### src/sv/pic_pkg.sv
package pic_pkg;

  localparam logic [2:0] OP_BUS_READ    = 3'd0;
  localparam logic [2:0] OP_BUS_WRITE   = 3'd1;
  localparam logic [2:0] OP_SET_LEVEL   = 3'd2;
  localparam logic [2:0] OP_QUERY       = 3'd3;
  localparam logic [2:0] OP_FORCE_CLAIM = 3'd4;

  localparam logic [2:0] RGN_NONE   = 3'd0;
  localparam logic [2:0] RGN_PRIO   = 3'd1;
  localparam logic [2:0] RGN_PEND   = 3'd2;
  localparam logic [2:0] RGN_ENABLE = 3'd3;
  localparam logic [2:0] RGN_CLAIM  = 3'd4;
  localparam logic [2:0] RGN_THRESH = 3'd5;

  localparam int PRIO_W   = 3;
  localparam int BITMAP_W = 32;

  typedef struct packed {
    logic [2:0]  operation;
    logic [21:0] offset;
    logic [31:0] write_data;
    logic [4:0]  source;
    logic [1:0]  target;
    logic        level;
  } pic_req_t;

  typedef struct packed {
    logic [31:0] read_data;
    logic        any_pending;
  } pic_rsp_t;

  typedef struct packed {
    logic [2:0]  region;
    logic [19:0] word;
  } pic_dec_t;

endpackage

### src/sv/pic_if.sv
interface pic_req_if;
  logic             valid;
  logic             ready;
  pic_pkg::pic_req_t payload;

  modport source (output valid, output payload, input ready);
  modport sink (input valid, input payload, output ready);
endinterface

interface pic_rsp_if;
  logic             valid;
  logic             ready;
  pic_pkg::pic_rsp_t payload;

  modport source (output valid, output payload, input ready);
  modport sink (input valid, input payload, output ready);
endinterface

### src/sv/pic_decode.sv
module pic_decode #(
  parameter int SRC_COUNT       = 32,
  parameter int TGT_COUNT       = 4,
  parameter int PRIORITY_OFFSET = 0,
  parameter int PENDING_OFFSET  = 4096,
  parameter int ENABLE_OFFSET   = 8192,
  parameter int CLAIM_OFFSET    = 2097152
) (
  input  logic [21:0]       offset,
  input  logic              is_write,
  output pic_pkg::pic_dec_t dec
);
  import pic_pkg::*;

  localparam int WORDS = (SRC_COUNT + 31) / 32;

  localparam logic [31:0] PRIO_LO = 32'(PRIORITY_OFFSET);
  localparam logic [31:0] PRIO_HI = 32'(PRIORITY_OFFSET + SRC_COUNT * 4);
  localparam logic [31:0] PEND_LO = 32'(PENDING_OFFSET);
  localparam logic [31:0] PEND_HI = 32'(PENDING_OFFSET + WORDS * 4);
  localparam logic [31:0] EN_LO   = 32'(ENABLE_OFFSET);
  localparam logic [31:0] EN_HI   = 32'(ENABLE_OFFSET + TGT_COUNT * WORDS * 4);
  localparam logic [31:0] CLM_LO  = 32'(CLAIM_OFFSET);
  localparam logic [31:0] CLM_HI  = 32'(CLAIM_OFFSET + TGT_COUNT * 4);
  localparam logic [31:0] THR_HI  = 32'(CLAIM_OFFSET + TGT_COUNT * 8);

  logic [31:0] off_w;

  assign off_w = {10'd0, offset};

  always_comb begin
    dec.region = RGN_NONE;
    dec.word   = '0;
    if (off_w >= PRIO_LO && off_w < PRIO_HI) begin
      dec.region = RGN_PRIO;
      dec.word   = 20'((off_w - PRIO_LO) >> 2);
    end else if (!is_write && off_w >= PEND_LO && off_w < PEND_HI) begin
      dec.region = RGN_PEND;
      dec.word   = 20'((off_w - PEND_LO) >> 2);
    end else if (off_w >= EN_LO && off_w < EN_HI) begin
      dec.region = RGN_ENABLE;
      dec.word   = 20'((off_w - EN_LO) >> 2);
    end else if (off_w >= CLM_LO && off_w < CLM_HI) begin
      dec.region = RGN_CLAIM;
      dec.word   = 20'((off_w - CLM_LO) >> 2);
    end else if (off_w >= CLM_HI && off_w < THR_HI) begin
      dec.region = RGN_THRESH;
      dec.word   = 20'((off_w - CLM_HI) >> 2);
    end
  end

endmodule

### src/sv/platform_interrupt_controller_core.sv
// Interrupt controller with per-source priority and pending state and
// per-target enable masks, thresholds and claims.
// in_req carries one request: a bus read or write at a byte offset, a source
// level change, a best-source query for a target, or a forced claim.
// out_rsp returns exactly one response per request: read data (or the best
// source id for a query) and the any_pending flag for queries.
// Both channels use valid/ready; a transfer happens when both are high.
// A response is loaded into the output register in the finish state after
// the execute state, with a memory read state between them for a priority
// or enable read. A claim read with no current claim and a query scan
// sources 1 to SRC_COUNT - 1 through one shared priority compare, one
// source per cycle. One request is in flight at a time; in_req takes the
// next request the cycle after the response is loaded into that register.
// The output register holds its response while out_rsp.ready is low; a
// finished request then waits for the register and blocks new requests.
// After reset (rst_n low, synchronous) the priority and enable memories are
// cleared (SRC_COUNT and TGT_COUNT * words entries, where words =
// ceil(SRC_COUNT / 32)), one entry per cycle; in_req.ready stays low.
module platform_interrupt_controller_core #(
  parameter int SRC_COUNT       = 32,
  parameter int TGT_COUNT       = 4,
  parameter int PRIORITY_OFFSET = 0,
  parameter int PENDING_OFFSET  = 4096,
  parameter int ENABLE_OFFSET   = 8192,
  parameter int CLAIM_OFFSET    = 2097152
) (
  input logic        clk,
  input logic        rst_n,
  pic_req_if.sink    in_req,
  pic_rsp_if.source  out_rsp
);
  import pic_pkg::*;

  localparam int WORDS    = (SRC_COUNT + 31) / 32;
  localparam int SRC_W    = $clog2(SRC_COUNT);
  localparam int CNT_W    = $clog2(SRC_COUNT + 1);
  localparam int EN_DEPTH = TGT_COUNT * WORDS;
  localparam int EN_AW    = (EN_DEPTH > 1) ? $clog2(EN_DEPTH) : 1;
  localparam int TGT_W    = (TGT_COUNT > 1) ? $clog2(TGT_COUNT) : 1;
  localparam int WORD_W   = (WORDS > 1) ? $clog2(WORDS) : 1;
  localparam int CLR_LEN  = (SRC_COUNT > EN_DEPTH) ? SRC_COUNT : EN_DEPTH;
  localparam int CLR_W    = $clog2(CLR_LEN);
  localparam int PEND_PAD = WORDS * BITMAP_W;
  localparam int PEND_IW  = $clog2(PEND_PAD);

  localparam logic [2:0] ST_CLEAR = 3'd0;
  localparam logic [2:0] ST_IDLE  = 3'd1;
  localparam logic [2:0] ST_EXEC  = 3'd2;
  localparam logic [2:0] ST_RDMEM = 3'd3;
  localparam logic [2:0] ST_SCAN  = 3'd4;
  localparam logic [2:0] ST_FIN   = 3'd5;

  logic [2:0]          state_r, state_nxt;
  pic_req_t            req_r, req_nxt;
  logic [CLR_W-1:0]    clr_cnt_r, clr_cnt_nxt;
  logic [CNT_W-1:0]    scan_cnt_r, scan_cnt_nxt;
  logic                eval_vld_r, eval_vld_nxt;
  logic [SRC_W-1:0]    eval_src_r, eval_src_nxt;
  logic [SRC_W-1:0]    best_r, best_nxt;
  logic [PRIO_W-1:0]   best_pri_r, best_pri_nxt;
  logic [TGT_W-1:0]    scan_tgt_r, scan_tgt_nxt;
  logic                scan_claim_r, scan_claim_nxt;
  logic                rd_en_r, rd_en_nxt;
  logic [31:0]         res_rd_r, res_rd_nxt;
  logic                res_any_r, res_any_nxt;
  logic                out_valid_r, out_valid_nxt;
  logic [31:0]         out_rd_r, out_rd_nxt;
  logic                out_any_r, out_any_nxt;
  logic [SRC_COUNT-1:0] pend_r, pend_nxt;
  logic [SRC_W-1:0]    claim_r [TGT_COUNT];
  logic [SRC_W-1:0]    claim_nxt [TGT_COUNT];
  logic [PRIO_W-1:0]   thr_r [TGT_COUNT];
  logic [PRIO_W-1:0]   thr_nxt [TGT_COUNT];

  logic [PRIO_W-1:0]   prio_mem [SRC_COUNT];
  logic                prio_we;
  logic [SRC_W-1:0]    prio_waddr, prio_raddr;
  logic [PRIO_W-1:0]   prio_wdata, prio_rd_r;
  logic [31:0]         en_mem [EN_DEPTH];
  logic                en_we;
  logic [EN_AW-1:0]    en_waddr, en_raddr;
  logic [31:0]         en_wdata, en_rd_r;

  pic_dec_t            dec;
  logic [SRC_W-1:0]    dec_src;
  logic [EN_AW-1:0]    dec_en;
  logic [TGT_W-1:0]    dec_tgt;
  logic [WORD_W-1:0]   dec_pw;
  logic [PEND_IW-1:0]  pend_base;
  logic [SRC_W-1:0]    req_src;
  logic [TGT_W-1:0]    req_tgt;
  logic                src_ok, tgt_ok;
  logic [PEND_PAD-1:0] pend_pad;
  logic                issue, hit;

  pic_decode #(
    .SRC_COUNT       (SRC_COUNT),
    .TGT_COUNT       (TGT_COUNT),
    .PRIORITY_OFFSET (PRIORITY_OFFSET),
    .PENDING_OFFSET  (PENDING_OFFSET),
    .ENABLE_OFFSET   (ENABLE_OFFSET),
    .CLAIM_OFFSET    (CLAIM_OFFSET)
  ) u_decode (
    .offset   (req_r.offset),
    .is_write (req_r.operation == OP_BUS_WRITE),
    .dec      (dec)
  );

  assign dec_src   = dec.word[SRC_W-1:0];
  assign dec_en    = dec.word[EN_AW-1:0];
  assign dec_tgt   = dec.word[TGT_W-1:0];
  assign dec_pw    = dec.word[WORD_W-1:0];
  assign pend_base = PEND_IW'({dec_pw, 5'd0});
  assign req_src   = SRC_W'(req_r.source);
  assign req_tgt   = TGT_W'(req_r.target);
  assign src_ok    = (req_r.source != 5'd0) && (32'(req_r.source) < 32'(SRC_COUNT));
  assign tgt_ok    = 32'(req_r.target) < 32'(TGT_COUNT);
  assign pend_pad  = PEND_PAD'(pend_r);

  assign in_req.ready                = (state_r == ST_IDLE);
  assign out_rsp.valid               = out_valid_r;
  assign out_rsp.payload.read_data   = out_rd_r;
  assign out_rsp.payload.any_pending = out_any_r;

  assign issue = scan_cnt_r != CNT_W'(SRC_COUNT);
  assign hit   = eval_vld_r && pend_r[eval_src_r] && en_rd_r[5'(eval_src_r)] &&
                 (prio_rd_r > thr_r[scan_tgt_r]) && (prio_rd_r > best_pri_r);

  always_comb begin
    state_nxt      = state_r;
    req_nxt        = req_r;
    clr_cnt_nxt    = clr_cnt_r;
    scan_cnt_nxt   = scan_cnt_r;
    eval_vld_nxt   = eval_vld_r;
    eval_src_nxt   = eval_src_r;
    best_nxt       = best_r;
    best_pri_nxt   = best_pri_r;
    scan_tgt_nxt   = scan_tgt_r;
    scan_claim_nxt = scan_claim_r;
    rd_en_nxt      = rd_en_r;
    res_rd_nxt     = res_rd_r;
    res_any_nxt    = res_any_r;
    out_valid_nxt  = out_valid_r;
    out_rd_nxt     = out_rd_r;
    out_any_nxt    = out_any_r;
    pend_nxt       = pend_r;
    claim_nxt      = claim_r;
    thr_nxt        = thr_r;
    prio_we        = 1'b0;
    prio_waddr     = dec_src;
    prio_wdata     = req_r.write_data[PRIO_W-1:0];
    prio_raddr     = dec_src;
    en_we          = 1'b0;
    en_waddr       = dec_en;
    en_wdata       = req_r.write_data;
    en_raddr       = dec_en;

    if (out_valid_r && out_rsp.ready) begin
      out_valid_nxt = 1'b0;
    end

    unique case (state_r)
      ST_CLEAR: begin
        prio_waddr = clr_cnt_r[SRC_W-1:0];
        prio_wdata = '0;
        prio_we    = 32'(clr_cnt_r) < 32'(SRC_COUNT);
        en_waddr   = clr_cnt_r[EN_AW-1:0];
        en_wdata   = '0;
        en_we      = 32'(clr_cnt_r) < 32'(EN_DEPTH);
        if (clr_cnt_r == CLR_W'(CLR_LEN - 1)) begin
          state_nxt = ST_IDLE;
        end else begin
          clr_cnt_nxt = clr_cnt_r + 1'b1;
        end
      end
      ST_IDLE: begin
        if (in_req.valid) begin
          req_nxt   = in_req.payload;
          state_nxt = ST_EXEC;
        end
      end
      ST_EXEC: begin
        state_nxt   = ST_FIN;
        res_rd_nxt  = '0;
        res_any_nxt = 1'b0;
        unique case (req_r.operation)
          OP_BUS_READ: begin
            unique case (dec.region)
              RGN_PRIO: begin
                if (dec_src != '0) begin
                  rd_en_nxt = 1'b0;
                  state_nxt = ST_RDMEM;
                end
              end
              RGN_PEND: res_rd_nxt = pend_pad[pend_base +: BITMAP_W];
              RGN_ENABLE: begin
                rd_en_nxt = 1'b1;
                state_nxt = ST_RDMEM;
              end
              RGN_CLAIM: begin
                if (claim_r[dec_tgt] != '0) begin
                  res_rd_nxt = 32'(claim_r[dec_tgt]);
                end else begin
                  scan_cnt_nxt   = CNT_W'(1);
                  eval_vld_nxt   = 1'b0;
                  best_nxt       = '0;
                  best_pri_nxt   = '0;
                  scan_tgt_nxt   = dec_tgt;
                  scan_claim_nxt = 1'b1;
                  state_nxt      = ST_SCAN;
                end
              end
              RGN_THRESH: res_rd_nxt = 32'(thr_r[dec_tgt]);
              default: ;
            endcase
          end
          OP_BUS_WRITE: begin
            unique case (dec.region)
              RGN_PRIO:   prio_we = dec_src != '0;
              RGN_ENABLE: en_we = 1'b1;
              RGN_CLAIM: begin
                if (claim_r[dec_tgt] != '0 &&
                    req_r.write_data == 32'(claim_r[dec_tgt])) begin
                  claim_nxt[dec_tgt] = '0;
                end
              end
              RGN_THRESH: thr_nxt[dec_tgt] = req_r.write_data[PRIO_W-1:0];
              default: ;
            endcase
          end
          OP_SET_LEVEL: begin
            if (src_ok) begin
              pend_nxt[req_src] = req_r.level;
            end
          end
          OP_QUERY: begin
            if (tgt_ok) begin
              scan_cnt_nxt   = CNT_W'(1);
              eval_vld_nxt   = 1'b0;
              best_nxt       = '0;
              best_pri_nxt   = '0;
              scan_tgt_nxt   = req_tgt;
              scan_claim_nxt = 1'b0;
              state_nxt      = ST_SCAN;
            end
          end
          OP_FORCE_CLAIM: begin
            if (tgt_ok && src_ok) begin
              claim_nxt[req_tgt] = req_src;
              pend_nxt[req_src]  = 1'b0;
            end
          end
          default: ;
        endcase
      end
      ST_RDMEM: begin
        res_rd_nxt = rd_en_r ? en_rd_r : 32'(prio_rd_r);
        state_nxt  = ST_FIN;
      end
      ST_SCAN: begin
        prio_raddr   = scan_cnt_r[SRC_W-1:0];
        en_raddr     = EN_AW'(int'(scan_tgt_r) * WORDS + int'(scan_cnt_r >> 5));
        eval_vld_nxt = issue;
        eval_src_nxt = scan_cnt_r[SRC_W-1:0];
        if (issue) begin
          scan_cnt_nxt = scan_cnt_r + 1'b1;
        end
        if (hit) begin
          best_nxt     = eval_src_r;
          best_pri_nxt = prio_rd_r;
        end
        if (!issue && !eval_vld_r) begin
          res_rd_nxt  = 32'(best_r);
          res_any_nxt = !scan_claim_r && (best_r != '0);
          if (scan_claim_r && best_r != '0) begin
            claim_nxt[scan_tgt_r] = best_r;
            pend_nxt[best_r]      = 1'b0;
          end
          state_nxt = ST_FIN;
        end
      end
      ST_FIN: begin
        if (!out_valid_r || out_rsp.ready) begin
          out_valid_nxt = 1'b1;
          out_rd_nxt    = res_rd_r;
          out_any_nxt   = res_any_r;
          state_nxt     = ST_IDLE;
        end
      end
      default: state_nxt = ST_IDLE;
    endcase
  end

  always_ff @(posedge clk) begin
    if (prio_we) begin
      prio_mem[prio_waddr] <= prio_wdata;
    end
    prio_rd_r <= prio_mem[prio_raddr];
  end

  always_ff @(posedge clk) begin
    if (en_we) begin
      en_mem[en_waddr] <= en_wdata;
    end
    en_rd_r <= en_mem[en_raddr];
  end

  always_ff @(posedge clk) begin
    if (!rst_n) begin
      state_r      <= ST_CLEAR;
      clr_cnt_r    <= '0;
      eval_vld_r   <= 1'b0;
      scan_cnt_r   <= '0;
      scan_claim_r <= 1'b0;
      out_valid_r  <= 1'b0;
      pend_r       <= '0;
      for (int t = 0; t < TGT_COUNT; t++) begin
        claim_r[t] <= '0;
        thr_r[t]   <= '0;
      end
    end else begin
      state_r      <= state_nxt;
      clr_cnt_r    <= clr_cnt_nxt;
      eval_vld_r   <= eval_vld_nxt;
      scan_cnt_r   <= scan_cnt_nxt;
      scan_claim_r <= scan_claim_nxt;
      out_valid_r  <= out_valid_nxt;
      pend_r       <= pend_nxt;
      claim_r      <= claim_nxt;
      thr_r        <= thr_nxt;
    end
  end

  always_ff @(posedge clk) begin
    req_r      <= req_nxt;
    eval_src_r <= eval_src_nxt;
    best_r     <= best_nxt;
    best_pri_r <= best_pri_nxt;
    scan_tgt_r <= scan_tgt_nxt;
    rd_en_r    <= rd_en_nxt;
    res_rd_r   <= res_rd_nxt;
    res_any_r  <= res_any_nxt;
    out_rd_r   <= out_rd_nxt;
    out_any_r  <= out_any_nxt;
  end

endmodule
### src/flat_wrapper.sv
// flat-port wrapper written by rule: the top's interface ports become plain ports
module platform_interrupt_controller_core_flat import pic_pkg::*;
#(
  parameter int SRC_COUNT       = 32,
  parameter int TGT_COUNT       = 4,
  parameter int PRIORITY_OFFSET = 0,
  parameter int PENDING_OFFSET  = 4096,
  parameter int ENABLE_OFFSET   = 8192,
  parameter int CLAIM_OFFSET    = 2097152
)
  (clk, rst_n, in_req_valid, in_req_payload, in_req_ready, out_rsp_valid, out_rsp_payload, out_rsp_ready);
  pic_req_if in_req_i ();
  pic_rsp_if out_rsp_i ();
  input logic clk;
  input logic rst_n;
  input wire logic [$bits(in_req_i.valid)-1:0] in_req_valid;
  input wire logic [$bits(in_req_i.payload)-1:0] in_req_payload;
  output wire logic [$bits(in_req_i.ready)-1:0] in_req_ready;
  output wire logic [$bits(out_rsp_i.valid)-1:0] out_rsp_valid;
  output wire logic [$bits(out_rsp_i.payload)-1:0] out_rsp_payload;
  input wire logic [$bits(out_rsp_i.ready)-1:0] out_rsp_ready;
  assign in_req_i.valid = in_req_valid;
  assign in_req_i.payload = in_req_payload;
  assign in_req_ready = in_req_i.ready;
  assign out_rsp_valid = out_rsp_i.valid;
  assign out_rsp_payload = out_rsp_i.payload;
  assign out_rsp_i.ready = out_rsp_ready;
  platform_interrupt_controller_core #(.SRC_COUNT(SRC_COUNT), .TGT_COUNT(TGT_COUNT), .PRIORITY_OFFSET(PRIORITY_OFFSET), .PENDING_OFFSET(PENDING_OFFSET), .ENABLE_OFFSET(ENABLE_OFFSET), .CLAIM_OFFSET(CLAIM_OFFSET)) u_core (.clk(clk), .rst_n(rst_n), .in_req(in_req_i), .out_rsp(out_rsp_i));
endmodule
### config.mk
export PLATFORM = sky130hd
export DESIGN_NAME = platform_interrupt_controller_core_flat
export DESIGN_NICKNAME = d
export VERILOG_FILES = /design/src/sv/pic_pkg.sv /design/src/sv/pic_if.sv /design/src/sv/pic_decode.sv /design/src/sv/platform_interrupt_controller_core.sv /design/src/flat_wrapper.sv
export SDC_FILE = /design/constraint.sdc
export NUM_CORES = 1
export LEC_CHECK = 0
export ABC_AREA = 1
export BUFFER_PORTS_ARGS = -buffer_cell sky130_fd_sc_hd__buf_2
export CAP_MARGIN = 20
export CORE_MARGIN = 4
export CORE_UTILIZATION = 55
export CTS_BUF_LIST = sky130_fd_sc_hd__clkbuf_16
export CTS_CLUSTER_SIZE = 8
export DETAILED_ROUTE_END_ITERATION = 7
export PLACE_DENSITY = 0.77
export SYNTH_ARGS = -nofsm -noshare
export SYNTH_HDL_FRONTEND = slang
export SYNTH_SLANG_ARGS = --single-unit
### constraint.sdc
create_clock -name clk -period 5.2 [get_ports clk]
set_input_delay 0.26 -clock clk [delete_from_list [all_inputs] [get_ports clk]]
set_output_delay 0.26 -clock clk [all_outputs]
set_load 0.01 [all_outputs]
Word level (Yosys, flattened, before mapping)
Memories as Yosys holds them, arrays and structs flattened. A register that Yosys moved wholly into a read port is not among the register bits.
Index checks and enable logic that the tools add are counted.
{"block": "totals", "rom_bits": 0, "elab_cells": 269, "output_inout_bits": 35, "ram_bits": 224, "latchBits": 0, "input_bits": 69, "register_bits": 228, "memories": 2}
{"name": "u_core.en_mem", "words": 4, "width": 32, "read_ports": 1, "rd_clocked_by_memory_dff": 1, "write_ports": 1, "line_no": "platform_interrupt_controller_core.sv:79", "text": "logic [31:0] en_mem [EN_DEPTH];"}
{"name": "u_core.prio_mem", "words": 32, "width": 3, "read_ports": 1, "rd_clocked_by_memory_dff": 1, "write_ports": 1, "line_no": "platform_interrupt_controller_core.sv:75", "text": "logic [PRIO_W-1:0] prio_mem [SRC_COUNT];"}
{"block": "op_classes", "div": 0, "add_sub_neg": 7, "muxes": 110, "bitwise_logic": 10, "n_reduce_logical": 50, "n_mul": 0, "shifts": 0, "eq_ne": 36, "magnitude_cmp": 24}
{"cell": "two-way mux 32 bit", "n": 8}
{"cell": "case mux 32 bit (3 select lines)", "n": 2}
{"cell": "case mux 32 bit (2 select lines)", "n": 2}
{"cell": "two-way mux 23 bit", "n": 5}
{"cell": "two-way mux 20 bit", "n": 5}
{"cell": "case mux 20 bit (2 select lines)", "n": 2}
{"cell": "AND 32 bit", "n": 2}
{"cell": "inverter 32 bit", "n": 2}
{"cell": "two-way mux 5 bit", "n": 11}
{"cell": ">= comparator 22 bit (second input constant)", "n": 2}
{"cell": "< comparator 22 bit (second input constant)", "n": 2}
{"cell": "subtractor 22 bit (second input constant)", "n": 2}
{"cell": "two-way mux 3 bit", "n": 14}
{"cell": "bitwise mux 20 bit", "n": 2}
{"cell": "bitwise mux 32 bit", "n": 1}
{"cell": "equality test 32 x 5 -> 1 bit", "n": 1}
{"cell": "demux 5 bit (select 2 bit)", "n": 3}
{"cell": "case mux 6 bit (2 select lines)", "n": 2}
{"cell": ">= comparator 22 x 1 -> 1 bit (second input constant)", "n": 1}
{"cell": ">= comparator 22 x 13 -> 1 bit (second input constant)", "n": 1}
{"cell": ">= comparator 22 x 14 -> 1 bit (second input constant)", "n": 1}
{"cell": "< comparator 22 x 13 -> 1 bit (second input constant)", "n": 1}
{"cell": "< comparator 22 x 14 -> 1 bit (second input constant)", "n": 1}
{"cell": "< comparator 22 x 8 -> 1 bit (second input constant)", "n": 1}
{"cell": "other kinds (52)", "n": 163}

Logic depth before layout (Yosys ltp)
Gate-level depths: netlist (run 1).
{"block": "depth", "depth_word": 18, "depth_mapped": 23, "depth_no_buf": 23}

Cells and area by module
Synthesis (run 1) repeated with hierarchy kept, for this count alone.
{"block": "unflattened", "cells_unflattened": 2281, "area_unflattened_um2": 21987.3}
{"mod": "platform_interrupt_controller_core", "cells_each": 2085, "seq_area_each_um2": 13462.9, "n_inst": 1, "area_per_inst_um2": 20842.5}
{"mod": "pic_decode", "cells_each": 196, "seq_area_each_um2": 0.0, "n_inst": 1, "area_per_inst_um2": 1144.8}

Worst setup path before layout (run 1)
OpenSTA, ideal clock, no wires.
{"block": "synth_path", "path_kind": "reg2reg", "start": "register u_core.req_r[45] (netlist bit)", "end": "memory u_core.en_mem[1][0], enable pin", "setup_slack_ps": 497, "setup_ps": 461, "arrival_ps": 4242, "t_required_ps": 4739, "n_path_buf": 0, "path_stages_with_launch": 13, "period_less_slack_ps": 4703, "cell_sequence": "edfxtp_1 > inv_1 > ha_1 > inv_1 > nor3_2 > nand3_1 > nand4_4 > inv_2 > nor2_2 > inv_1 > o21ai_0 > inv_1 > nor3_1"}
{"block": "synth_between", "elab_chain_len": 13, "elab_cells_between_ends": 28, "cone_classes": "order compare (10); eq/ne (1); mux (11); reduce/logical (6)"}
{"item": "start: declaration", "line_no": "platform_interrupt_controller_core.sv:54", "text": "pic_req_t req_r, req_nxt;"}
{"item": "start signal: assignment", "line_no": "platform_interrupt_controller_core.sv:335", "text": "req_r <= req_nxt;"}
{"item": ">= comparator 22 bit / < comparator 22 bit (equally long branches)", "line_no": "pic_decode.sv:46", "text": "end else if (off_w >= CLM_HI && off_w < THR_HI) begin"}
{"item": "logical AND 1 bit", "line_no": "pic_decode.sv:46"}
{"item": "two-way mux 23 bit", "line_no": "pic_decode.sv:46"}
{"item": "two-way mux 23 bit", "line_no": "pic_decode.sv:43", "text": "end else if (off_w >= CLM_LO && off_w < CLM_HI) begin"}
{"item": "two-way mux 23 bit", "line_no": "pic_decode.sv:40", "text": "end else if (off_w >= EN_LO && off_w < EN_HI) begin"}
{"item": "two-way mux 23 bit", "line_no": "pic_decode.sv:37", "text": "end else if (!is_write && off_w >= PEND_LO && off_w < PEND_HI) begin"}
{"item": "two-way mux 23 bit (*)", "line_no": "pic_decode.sv:34", "text": "if (off_w >= PRIO_LO && off_w < PRIO_HI) begin"}
{"item": "equality test 3 x 2 -> 1 bit", "line_no": "platform_interrupt_controller_core.sv:218", "text": "unique case (dec.region)"}
{"item": "two-way mux 1 bit", "line_no": "platform_interrupt_controller_core.sv:218"}
{"item": "two-way mux 1 bit", "line_no": "platform_interrupt_controller_core.sv:186", "text": "unique case (req_r.operation)"}
{"item": "case mux 1 bit (2 select lines)", "line_no": "platform_interrupt_controller_core.sv:162", "text": "unique case (state_r)"}
{"item": "two-way mux 1 bit", "line_no": "platform_interrupt_controller_core.sv:302", "text": "if (en_we) begin"}
{"item": "two-way mux 1 bit (not written as such)", "line_no": "platform_interrupt_controller_core.sv:303", "text": "en_mem[en_waddr] <= en_wdata;"}
{"item": "end: declaration", "line_no": "platform_interrupt_controller_core.sv:79"}
Every way passes the cells marked *; elsewhere a longest branch is shown, timed or not.

Worst setup path after layout (run 1)
{"block": "layout_path", "start": "register u_core.req_r[43] (netlist bit)", "end": "register u_core.prio_rd_r[2] (read register of u_core.prio_mem)"}
{"block": "layout_between", "elab_chain_len": 8, "elab_cells_between_ends": 26, "cone_classes": "add/sub (4); order compare (10); mux (6); reduce/logical (6)"}
{"item": ">= comparator 22 bit / < comparator 22 bit (equally long branches)", "line_no": "pic_decode.sv:46"}
{"item": "logical AND 1 bit", "line_no": "pic_decode.sv:46"}
{"item": "two-way mux 23 bit", "line_no": "pic_decode.sv:46"}
{"item": "two-way mux 23 bit", "line_no": "pic_decode.sv:43"}
{"item": "two-way mux 23 bit", "line_no": "pic_decode.sv:40"}
{"item": "two-way mux 23 bit", "line_no": "pic_decode.sv:37"}
{"item": "two-way mux 23 bit (*)", "line_no": "pic_decode.sv:34"}
{"item": "two-way mux 5 bit (*)", "line_no": "platform_interrupt_controller_core.sv:162"}
{"item": "end: declaration", "line_no": "platform_interrupt_controller_core.sv:78", "text": "logic [PRIO_W-1:0] prio_wdata, prio_rd_r;"}
Marks and branches as above.
A chain may end at the register's enable or synchronous reset.

==> summary.md, run 1 <==
| Metric | Value |
|---|---|
| Status | `complete, no violations` |
| Area growth, synth to finish | `16.97%` |
| Critical path data arrival time | `4630 ps` |
| Unrepaired setup endpoints after global routing | `no` |
| Fmax | `241.3 MHz` |
| Register bit count reported by yosys | `about 500` |
| Placed Area | `22260 sq um` |
| DRT antenna net count | `0` |
| Count leader, synth | `nor2_1` |
| Cells after synthesis | `2123` |
| Max Buffers Root-to-Sink | `3` |
| Gpl congestion | `0.9894` |
| Setup TNS | `0 ps` |
| Post-synthesis sequential area ratio | `63.16%` |
| Largest cells by area after synthesis | `edfxtp_1 (52%), dfxtp_1 (11%), nor2_1 (6.9%)` |
| Ratio of cells with drive above 1 in the final layout | `between 10% and 20%` |
| Measured slew at the worst slew-check pin | `1043 ps` |
| Clk slew on worst S/H paths | `50 ps` |
| Cell Chain, Critical Path | `nor2_1 > inv_1 > nor2_1 > nand2_1 > nand2_1 > nand3_2 > nand4_4 > inv_2 > nor2_2 > nand2_1 > nand2_2 > inv_2 > nor2_1 > nor2_1 > o21ai_0 > nand3_1 > nand3_1 > nand3_1 > and2_1` |
| Leak | `9.019 nW` |
| Critical-path maximum fanout | `49` |
| Clock root buffer | `clkbuf_16` |
| TritonCTS sink count | `slightly below 500` |
| Cell area after synthesis | `21310 sq um` |
| Global-route wire length before repair | `85970 microns` |
| Slew HR | `30.35%` |
| Initial antenna violation count | `1` |
| I/O Pins | `104` |
| Syn nets | `2205` |
| Count of different cell masters after synthesis | `55` |
| Vias per inst | `5.829` |
| # Post-CTS Setup Buffers | `0` |
| Worst-skew pair later-pin latency | `600 ps` |
| Synth Area per Inst | `10.04 sq um` |
| Critical Path Start Type | `flop` |
| Post-Layout Inst Area | `between 20000 and 25000 sq um` |
| Hold Vio Cnt, Final | `0` |
| Power density over the cells | `345.6 nW/um^2` |
| Hold WC Path Type | `in -> reg` |
| Post-synth EDFFs | `about 370` |
| Chip height | `204.9 microns` |
| Pin count of the biggest net entering global routing | `65` |
| Vias in the first global route | `15807` |
| Most used DFF post-synth | `edfxtp_1` |
| Total chip power | `between 8 and 9 mW` |
| CP Capture Type | `flop` |
| Setup CP Type | `reg -> reg` |
| Core area | `37930 sq um` |
| Nets | `2370` |
| Critical Path RT | `roughly 5700 ps` |
| Area leader, netlist | `edfxtp_1` |
| WL per Instance | `just under 20 microns` |
| Vias | `approximately 17000` |
| Max-cap violations | `0` |
| Hpwl dp | `35960 microns` |
| # diodes | `0` |
| Initial Utilization | `56.19%` |
| Crit-path slowest cell | `nand2_2` |
| Port Buffers | `approximately 100` |
| Crit path largest cell delay | `between 600 and 700 ps` |
| Die X | `roughly 200 microns` |
| Minimum clock period after layout | `around 4100 ps` |
| Row count | `71` |
| Synth cell count leaders | `nor2_1 (393), edfxtp_1 (371), nand2_1 (248)` |
| Synth warn | `0` |
| GRT Total Usage | `26.03%` |
| Pins over their slew limit | `0` |
| CTS tree | `done` |
| DRC | `0` |
| Die footprint | `41970 sq um` |
| Ys async rst share | `0%` |
| DR pass1 iterations | `6` |
| Inserted Clock Buffers | `70` |
| Synth top area share | `a little over half` |
| VDD IR max | `0.0002621 V` |
| Post-CTS Resized | `0` |
| Grt ovf | `0` |
| Final wirelength | `55540 microns` |
| CTS hold repair buffers | `65` |
| Detailed Route Iter0 Violations | `2009` |
| # setup viols final | `0` |
| Most Frequent Cell on Critical Path | `nor2_1` |
| Tcrit/Tclk final | `79.71%` |
| H-Tree Level Count | `3` |
| Fin Clk Skew | `26.29 ps` |
## worst paths after layout
path,start,end,slack (ps),depth (start not counted)
hold / removal,out_rsp_ready,u_core.out_rsp.valid,130,4
hold reg to reg,u_core.res_rd_r[11],u_core.out_rd_r[11],410,0
setup / recovery,u_core.req_r[43],u_core.prio_rd_r[2],1060,19
setup reg to reg,u_core.req_r[43],u_core.prio_rd_r[2],1060,19
## cells by family (layout without fill, tap and decap cells)
logic type	Yosys count	count (layout)	share of synthesized area, %
AND/OR/NAND/NOR	881	881	18.12
flip-flops	487	487	63.16
AO/OA/AOI/OAI	421	421	11.85
buffers and inverters	318	534	5.982
XOR/XNOR	3	3	0.1233
adder cells (fa/ha/maj)	13	13	0.7632
## flip-flops by register name, summed over array words and instances, names as in the netlist, 5 cells and up
name,cells
u_core.en_mem,128
u_core.prio_mem,96
u_core.req_r,58
u_core.en_rd_r,32
u_core.out_rd_r,32
u_core.pend_pad,32
u_core.res_rd_r,32
u_core.claim_r,20
u_core.thr_r,12
u_core.scan_cnt_r,6
u_core.best_r,5
u_core.clr_cnt_r,5
u_core.eval_src_r,5
u_core.req_src,5
## power breakdown
group	leakage [nW]	internal (mW)	total [mW]	switching, mW
Sequential	4.29	4.27	4.32	0.0487
Combinational	3.57	0.0982	0.240	0.142
Clock	1.15	2.43	4.06	1.63
Total	9.02	6.80	8.62	1.82
## through the flow
step	worst slack [ps]	util, %	hold WS, ps	instances
global placement	1289	58.68	400.5	2662
detailed placement	1202	58.68	404.5	2662
floorplan	496.5	-	358.9	2123
CTS	1136	65.73	111.9	2850
global route	677.3	65.73	123.5	2850
finish	1055	65.73	126.5	2850
## cell usage in the layout, fill, tap and decap left out, types with 65 or more instances in the layout
cell           netlist  layout
a21oi_1             79      79
buf_2               20     103
clkbuf_16            0      70
dfxtp_1            116     116
dlygate4sd3_1        0      65
edfxtp_1           371     371
inv_1              211     257
nand2_1            248     248
nand3_1            117     117
nor2_1             393     386
o21ai_0            195     194
## layer usage
metal	routed length, microns	share of wire [%]	track usage, %
met4	2164	3.9	10.50
met1	22310	40	34.71
met3	4320	7.8	4.084
met2	26740	48	43.09
met5	0	0	0
## critical path: cells and delay by family, from the launching register on
| kind | cells | cell delay, ps |
|---|---|---|
| flops | 1 | 560 |
| compound gates | 1 | 110 |
| buf+inv | 3 | 700 |
| simple gates | 15 | 2600 |
## layout make-up
class,instances,area (sq um)
Clock buffer,70,1752
Clock inverter,53,271.5
Fill cell,2895,13000
Inverter,222,833.3
Multi-Input combinational cell,1318,6649
Sequential cell,487,13460
Tap cell,511,639.4
Timing Repair Buffer,189,1324
(Power assumes the default switching activity.)
==> run 2, diff against run 1 <==
==> constraint.sdc (replaced) <==
create_clock -name clk -period 4.33 [get_ports clk]
set_input_delay 0.2165 -clock clk [delete_from_list [all_inputs] [get_ports clk]]
set_output_delay 0.2165 -clock clk [all_outputs]
set_load 0.01 [all_outputs]
==> summary.md, run 2 (synthesis gave the netlist of run 1 again) <==
| Metric | Value |
|---|---|
| Status | `complete, no violations` |
| Slew HR | `31.13% (+0.78 points)` |
| Hpwl dp | `35720 microns (-0.66%)` |
| Post-Place Setup Slack | `537.5 ps (-664.5 ps)` |
| WL per Instance | `19.37 microns (-0.62%)` |
| # Post-CTS Setup Buffers | `0 (unchanged)` |
| Commonest non-fill, non-tap cell in the layout | `nor2_1` |
| Biggest register | `u_core.en_mem` |
| Clk slew on worst S/H paths | `50 ps (about the same)` |
| Gpl congestion | `0.9673 (-2.2%)` |
| Hold WC Path Type | `in -> reg` |
| DRT antenna net count | `0 (unchanged)` |
| Most frequent cells in the layout | `nor2_1 (386), edfxtp_1 (371), inv_1 (250)` |
| # setup viols final | `0 (unchanged)` |
| Max-cap violations | `0 (unchanged)` |
| Min Hold Slack | `97.13 ps (-29.42 ps)` |
| Max Buffers Root-to-Sink | `3 (unchanged)` |
| Inserted Clock Buffers | `70 (unchanged)` |
| Critical Path RT | `4570 ps (-1110 ps)` |
| VDD IR max | `0.0003099 V (+18%)` |
| Unrepaired setup endpoints after global routing | `no` |
| R2r startpoint | `u_core.req_r[43]` |
| Vias per inst | `5.878 (+0.85%)` |
| Critical Path Start Type | `flop` |
| GRT Total Usage | `26.02% (about the same)` |
| WP buf/inv | `2 (-1)` |
| Non-filler cells, final | `2848 (-0.070%)` |
| TritonCTS sink count | `487 (unchanged)` |
| Hold Path Depth | `4 (unchanged)` |
| Reg-to-reg slack, setup | `430 ps (-630 ps)` |
| Critical path data arrival time | `4140 ps (-490 ps)` |
| Fmax | `256.3 MHz (+6.2%)` |
| CTS tree | `done` |
| Chip height | `204.9 microns (unchanged)` |
| Nets | `2375 (+0.21%)` |
| Die X | `204.9 microns (unchanged)` |
| Vias in the first global route | `15912 (+0.66%)` |
| Post-CTS Resized | `0 (unchanged)` |
| Delay-heaviest family, CP | `simple AND/OR/NAND/NOR gates` |
| Vias | `16741 (+0.78%)` |
| Core area | `37930 sq um (unchanged)` |
| Tcrit/Tclk final | `90.11% (+10 points)` |
| Hold Vio Cnt, Final | `0 (unchanged)` |
| Fin Clk Skew | `33.20 ps (+6.906 ps)` |
| Ratio of cells with drive above 1 in the final layout | `11.98% (+0.22 points)` |
| Crit path largest cell delay | `550 ps (-60 ps)` |
| Die footprint | `41970 sq um (unchanged)` |
| Critical-path maximum fanout | `13 (-73%)` |
| Measured slew at the worst slew-check pin | `1033 ps (-10.17 ps)` |
| CP Capture Type | `flop` |
| Minimum clock period after layout | `3902 ps (-243.4 ps)` |
| Grt ovf | `0 (unchanged)` |
| Crit-path slowest cell | `edfxtp_1` |
| DRC | `0 (unchanged)` |
| Port Buffers | `103 (unchanged)` |
| Initial Utilization | `56.19% (unchanged)` |
| Multi-input logic area | `6649 sq um (unchanged)` |
| Largest regs | `u_core.en_mem x128, u_core.prio_mem x96, u_core.req_r x58` |
| Number of filler cells placed in the layout | `2828 (-2.3%)` |
| Detailed Route Iter0 Violations | `1871 (-6.9%)` |
| Sequential cell area | `13460 sq um (unchanged)` |
| R2r endpoint | `u_core.prio_mem[0][2]` |
| Power density over the cells | `415.7 nW/um^2 (+20%)` |
| Final wirelength | `55160 microns (-0.69%)` |
| Pins over their slew limit | `0 (unchanged)` |
| Hold_sp | `out_rsp_ready` |
| Setup ws final | `428.5 ps (-626.6 ps)` |
| # diodes | `0 (unchanged)` |
| I/O Pins | `104 (unchanged)` |
| H-Tree Level Count | `3 (unchanged)` |
| Max reg flops | `128 (unchanged)` |
| FF-to-FF path depth | `15 (-4)` |
| Clock root buffer | `clkbuf_16` |
| Hold Path End | `u_core.out_rsp.valid` |
| DR pass1 iterations | `7 (+1)` |
| Worst-skew pair later-pin latency | `590 ps (about the same)` |
| Setup CP Type | `reg -> reg` |
| Initial antenna violation count | `2 (+1)` |
| Row count | `71 (unchanged)` |
| Area growth, synth to finish | `17.19%` |
| Leak | `9.025 nW (about the same)` |
| Pin count of the biggest net entering global routing | `65 (unchanged)` |
| Cell Chain, Critical Path | `nor2_1 > inv_1 > nor2_1 > nand2_1 > nand2_1 > nand3_2 > a21oi_1 > inv_1 > o21ai_0 > nor3_1 > o21ai_2 > nand2_1 > o21ai_2 > nand3_1 > nor2_1` |
| Cells after DPL | `2667 (+0.19%)` |
| Finished Core Util | `65.85% (+0.13 points)` |
| Global-route wire length before repair | `85860 microns (-0.12%)` |
==> run 2: how the worst max path moves through the flow <==
stage                startpoint                      to  slack, ps  depth (start not counted)
6_report       u_core.req_r[43]   u_core.prio_mem[0][2]        430                         15
5_1_grt        u_core.req_r[44]     u_core.prio_rd_r[0]        120                         19
4_1_cts        u_core.req_r[43]  u_core.prio_mem[20][0]        480                         15
3_5_place_dp   u_core.req_r[43]   u_core.prio_mem[0][2]        540                         15
3_3_place_gp   u_core.req_r[43]   u_core.prio_mem[0][0]        630                         15
2_1_floorplan  u_core.req_r[45]     u_core.en_mem[1][0]       -370                         12
==> run 2: timing repair <==
action                     4_1_cts  5_1_grt
hold buffers                    65        0
setup endpoints to repair        0        0
hold endpoints to repair        65        0
==> run 2: worst register-to-register path, stage by stage (launching register included) <==
cell,delay [ps]
edfxtp_1,550
nor2_1,260
inv_1,120
nor2_1,120
nand2_1,60
nand2_1,80
nand3_2,140
a21oi_1,340
inv_1,130
o21ai_0,340
nor3_1,100
o21ai_2,90
nand2_1,100
o21ai_2,230
nand3_1,490
nor2_1,430
==> run 2: power breakdown <==
part,internal [mW],switching [mW],leakage (nW)
clock network,3.00,1.91,1.13
logic,0.119,0.171,3.61
registers,5.13,0.0577,4.29
total,8.24,2.14,9.02
==> run 2: metrics by stage <==
step           TNS, ps  power [mW]  area [sq um]
4_1_cts              0       10.44         24980
3_3_place_gp         0       5.498         22320
6_report             0       10.38         24980
3_5_place_dp         0       5.508         22320
2_1_floorplan   -35090       5.382         21310
5_1_grt              0       10.70         24980
==> run 2: layer usage <==
layer,track usage [%],wire [microns],vias up
met4,10.74,2152,2
met5,0,13,-
li1,-,-,7739
met2,42.58,26560,935
met3,4.512,4526,182
met1,34.76,21910,7883
==> run 2: cell type report <==
cell class / instances / area share (%)
well taps: 511 / 2.560
flip-flops and latches: 487 / 53.90
repair buffers: 194 / 5.550
clock buffers: 73 / 7.313
inverters: 222 / 3.336
clock inverters: 43 / 0.7263
multi-input cells: 1318 / 26.62
==> run 3, diff against run 2 <==
--- a/config.mk
+++ b/config.mk
@@ -5,7 +5,6 @@
 export SDC_FILE = /design/constraint.sdc
 export NUM_CORES = 1
 export LEC_CHECK = 0
-export ABC_AREA = 1
 export BUFFER_PORTS_ARGS = -buffer_cell sky130_fd_sc_hd__buf_2
 export CAP_MARGIN = 20
 export CORE_MARGIN = 4
==> summary.md, run 3 <==
| Metric | Value |
|---|---|
| Status | `complete, no violations` |
| Critical Path Start Type | `flop` |
| Cells after DPL | `2176 (-18%)` |
| Hold_sp | `out_rsp_ready` |
| Post-Route M1 WL | `21200 microns (-3.2%)` |
| Max reg flops | `128 (unchanged)` |
| Count of different cell masters after synthesis | `91 (+65%)` |
| Register bit count reported by yosys | `485 (-0.41%)` |
| Setup CP Type | `reg -> reg` |
| Measured slew at the worst slew-check pin | `1088 ps (+55.44 ps)` |
| # Post-CTS Setup Buffers | `0 (unchanged)` |
| Tcrit/Tclk final | `88.18% (-1.9 points)` |
| Synth Area in Adders | `0.7276% (-0.036 points)` |
| Critical Path RT | `4580 ps (about the same)` |
| H-Tree Level Count | `3 (unchanged)` |
| Clk slew on worst S/H paths | `50 ps (about the same)` |
| Global-route wire length before repair | `79270 microns (-7.7%)` |
| Initial Utilization | `56.10% (-0.091 points)` |
| Cells after synthesis | `1662 (-22%)` |
| Minimum clock period after layout | `3818 ps (-83.18 ps)` |
| Nets | `1927 (-19%)` |
| Synth warn | `0 (unchanged)` |
| Cell area after synthesis | `20640 sq um (-3.2%)` |
| TritonCTS sink count | `485 (-0.41%)` |
| Most used DFF post-synth | `edfxtp_1` |
| Met3 routed WL | `4338 microns (-4.2%)` |
| Max-cap violations | `0 (unchanged)` |
| Ratio of cells with drive above 1 in the final layout | `14.78% (+2.8 points)` |
| Grt ovf | `0 (unchanged)` |
| Largest regs | `u_core.en_mem x128, u_core.prio_mem x96, u_core.req_r x56` |
| DRC | `0 (unchanged)` |
| GRT Total Usage | `24.46% (-1.6 points)` |
| Initial antenna violation count | `0 (-2)` |
| Commonest non-fill, non-tap cell in the layout | `edfxtp_1` |
| Leak | `8.525 nW (-5.5%)` |
| Post-Place Setup Slack | `622.0 ps (+84.53 ps)` |
| Gpl congestion | `0.9359 (-3.2%)` |
| Max Buffers Root-to-Sink | `3 (unchanged)` |
| Placed Area | `21710 sq um (-2.7%)` |
| Uppermost layer routed | `met4` |
| Post-synthesis compound-gate area fraction | `13.87% (+2.0 points)` |
| Worst-skew pair later-pin latency | `590 ps (about the same)` |
| I/O Pins | `104 (unchanged)` |
| # diodes | `0 (unchanged)` |
| Total chip power | `10.37 mW (about the same)` |
| Critical-path maximum fanout | `8 (-5)` |
| Die footprint | `40680 sq um (-3.1%)` |
| XOR/XNOR share of the synthesized area | `0.4244% (+0.30 points)` |
| Biggest register | `u_core.en_mem` |
| Pins over their slew limit | `0 (unchanged)` |
| Fmax | `261.9 MHz (+2.2%)` |
| VDD IR max | `0.0003494 V (+13%)` |
| Power density over the cells | `424.4 nW/um^2 (+2.1%)` |
| Fin Clk Skew | `22.20 ps (-11.00 ps)` |
| Synth Area per Inst | `12.42 sq um (+24%)` |
| Hold WC Path Type | `in -> reg` |
| DRT antenna net count | `0 (unchanged)` |
| WL per Instance | `21.54 microns (+11%)` |
| Simple-Gate Fraction of Synth Area | `13.88% (-4.2 points)` |
| Vias | `14648 (-13%)` |
| Main combinational cell family by area after synthesis | `simple AND/OR/NAND/NOR gates` |
| Reg-to-reg slack, setup | `510 ps (+80 ps)` |
| Area growth, synth to finish | `18.44%` |
| Synth cell count leaders | `edfxtp_1 (369), nand2_1 (191), dfxtp_1 (116)` |
| Synth top area share | `53.70% (+1.4 points)` |
| Die X | `201.7 microns (-1.5%)` |
| CTS hold repair buffers | `64 (-1.5%)` |
| Hold Path Depth | `3 (-1)` |
| Row count | `70 (-1.4%)` |
| Pin count of the biggest net entering global routing | `68 (+4.6%)` |
| Critical path data arrival time | `4070 ps (-70 ps)` |
| Area leader, netlist | `edfxtp_1` |
| CP Capture Type | `flop` |
| Slew HR | `27.44% (-3.7 points)` |
| Largest cells by area after synthesis | `edfxtp_1 (54%), dfxtp_1 (11%), nand2_1 (3.5%)` |
| Vias in the first global route | `14483 (-9.0%)` |
| Post-Layout Inst Area | `24440 sq um (-2.1%)` |
| FF-to-FF path depth | `10 (-5)` |
| DR pass1 iterations | `5 (-2)` |
| Unrepaired setup endpoints after global routing | `no` |
| Port Buffers | `101 (-1.9%)` |
| Count leader, synth | `edfxtp_1` |
| Hold Path End | `u_core.out_rsp.valid` |
| Chip height | `201.7 microns (-1.5%)` |
| Detailed Route Iter0 Violations | `1568 (-16%)` |
| Vias per inst | `6.199 (+5.5%)` |
| Ys async rst share | `0% (unchanged)` |
| Multiplexer share of the synthesized area | `3.699% (+3.7 points)` |
| # setup viols final | `0 (unchanged)` |
| Setup ws final | `511.6 ps (+83.18 ps)` |
| CTS tree | `done` |
| Clock root buffer | `clkbuf_16` |
| Hpwl dp | `31870 microns (-11%)` |
| Final wirelength | `50910 microns (-7.7%)` |
| Most frequent cells in the layout | `edfxtp_1 (369), nand2_1 (191), dfxtp_1 (116)` |
| Met2 wire length | `23950 microns (-9.8%)` |
| Post-CTS Resized | `0 (unchanged)` |
| Inserted Clock Buffers | `70 (unchanged)` |
| Non-filler cells, final | `2363 (-17%)` |
| R2r endpoint | `u_core.prio_mem[24][1]` |
| Hold Vio Cnt, Final | `0 (unchanged)` |
| Post-synth EDFFs | `369 (-0.54%)` |
| Syn nets | `1743 (-21%)` |
| Min Hold Slack | `102.8 ps (+5.662 ps)` |
| Post-synthesis sequential area ratio | `64.95% (+1.8 points)` |
| Core area | `36790 sq um (-3.0%)` |
| R2r startpoint | `u_core.req_r[45]` |
## run 3: cell types whose count changed after synthesis, sizes merged, moves of 45 or more
cell / before / now
mux2i: 0 / 56
and2: 3 / 82
o21ai: 203 / 38
nor2: 407 / 110
inv: 219 / 31
a211oi: 0 / 45
a22oi: 3 / 49
nand2: 260 / 195
nand3: 123 / 29
nor2b: 0 / 45
## run 3: where the power goes
part	internal [mW]	leakage [nW]	switching, mW
sequential	5.12	4.30	0.0664
clock	2.95	1.15	1.94
combinational	0.123	3.08	0.170
total	8.19	8.52	2.18
## run 3: critical path, stage by stage, from the launching register on
cell and delay [ps]:
edfxtp_1 480, inv_1 120, ha_1 270, nand3_2 160
or4_1 700, a32oi_1 260, o22a_1 170, o21ai_0 170
o32ai_1 350, nand2_1 410, nor2_1 380
## run 3: per-layer routing
layer | vias to the layer above | global-route usage [%]
met5 | - | 0
met4 | 0 | 8.472
met3 | 119 | 5.060
met2 | 729 | 39.35
met1 | 7110 | 33.49
li1 | 6690 | -
## run 3: area by class of cell
class | instances | area [sq um]
inverters | 32 | 120.1
clock buffers | 71 | 1777
repair buffers | 204 | 1514
well taps | 468 | 585.6
fillers | 2582 | 12340
flip-flops and latches | 485 | 13400
multi-input cells | 1053 | 6784
clock inverters | 50 | 259.0
## run 3: how the worst max path moves through the flow
| stage | startpoint | to | slack (ps) | cells after the start |
|---|---|---|---|---|
| 2_1_floorplan | u_core.req_r[53] | u_core.en_mem[2][0] | -350 | 8 |
| 3_3_place_gp | u_core.req_r[47] | u_core.prio_mem[29][1] | 750 | 9 |
| 3_5_place_dp | u_core.req_r[47] | u_core.prio_mem[24][2] | 620 | 9 |
| 4_1_cts | u_core.req_r[47] | u_core.prio_mem[24][1] | 570 | 9 |
| 5_1_grt | u_core.req_r[47] | u_core.prio_mem[24][1] | 240 | 9 |
| 6_report | u_core.req_r[45] | u_core.prio_mem[24][1] | 510 | 10 |
## run 3: cells by family (layout without fill, tap and decap cells)
logic type                 count (synthesis)  in the layout
AOI/OAI and AO/OA                        395            395
DFF                                      485            485
buffers and inverters                    124            357
muxes                                     70             70
adders and majority gates                 12             12
and+or+nand+nor                          566            566
xor gates and xnor gates                  10             10
## run 3: per-stage QoR
stage          setup TNS (ps)  util [%]
2_1_floorplan          -38220         -
3_3_place_gp                0     59.01
3_5_place_dp                0     59.02
4_1_cts                     0     66.30
5_1_grt                     0     66.45
6_report                    0     66.45
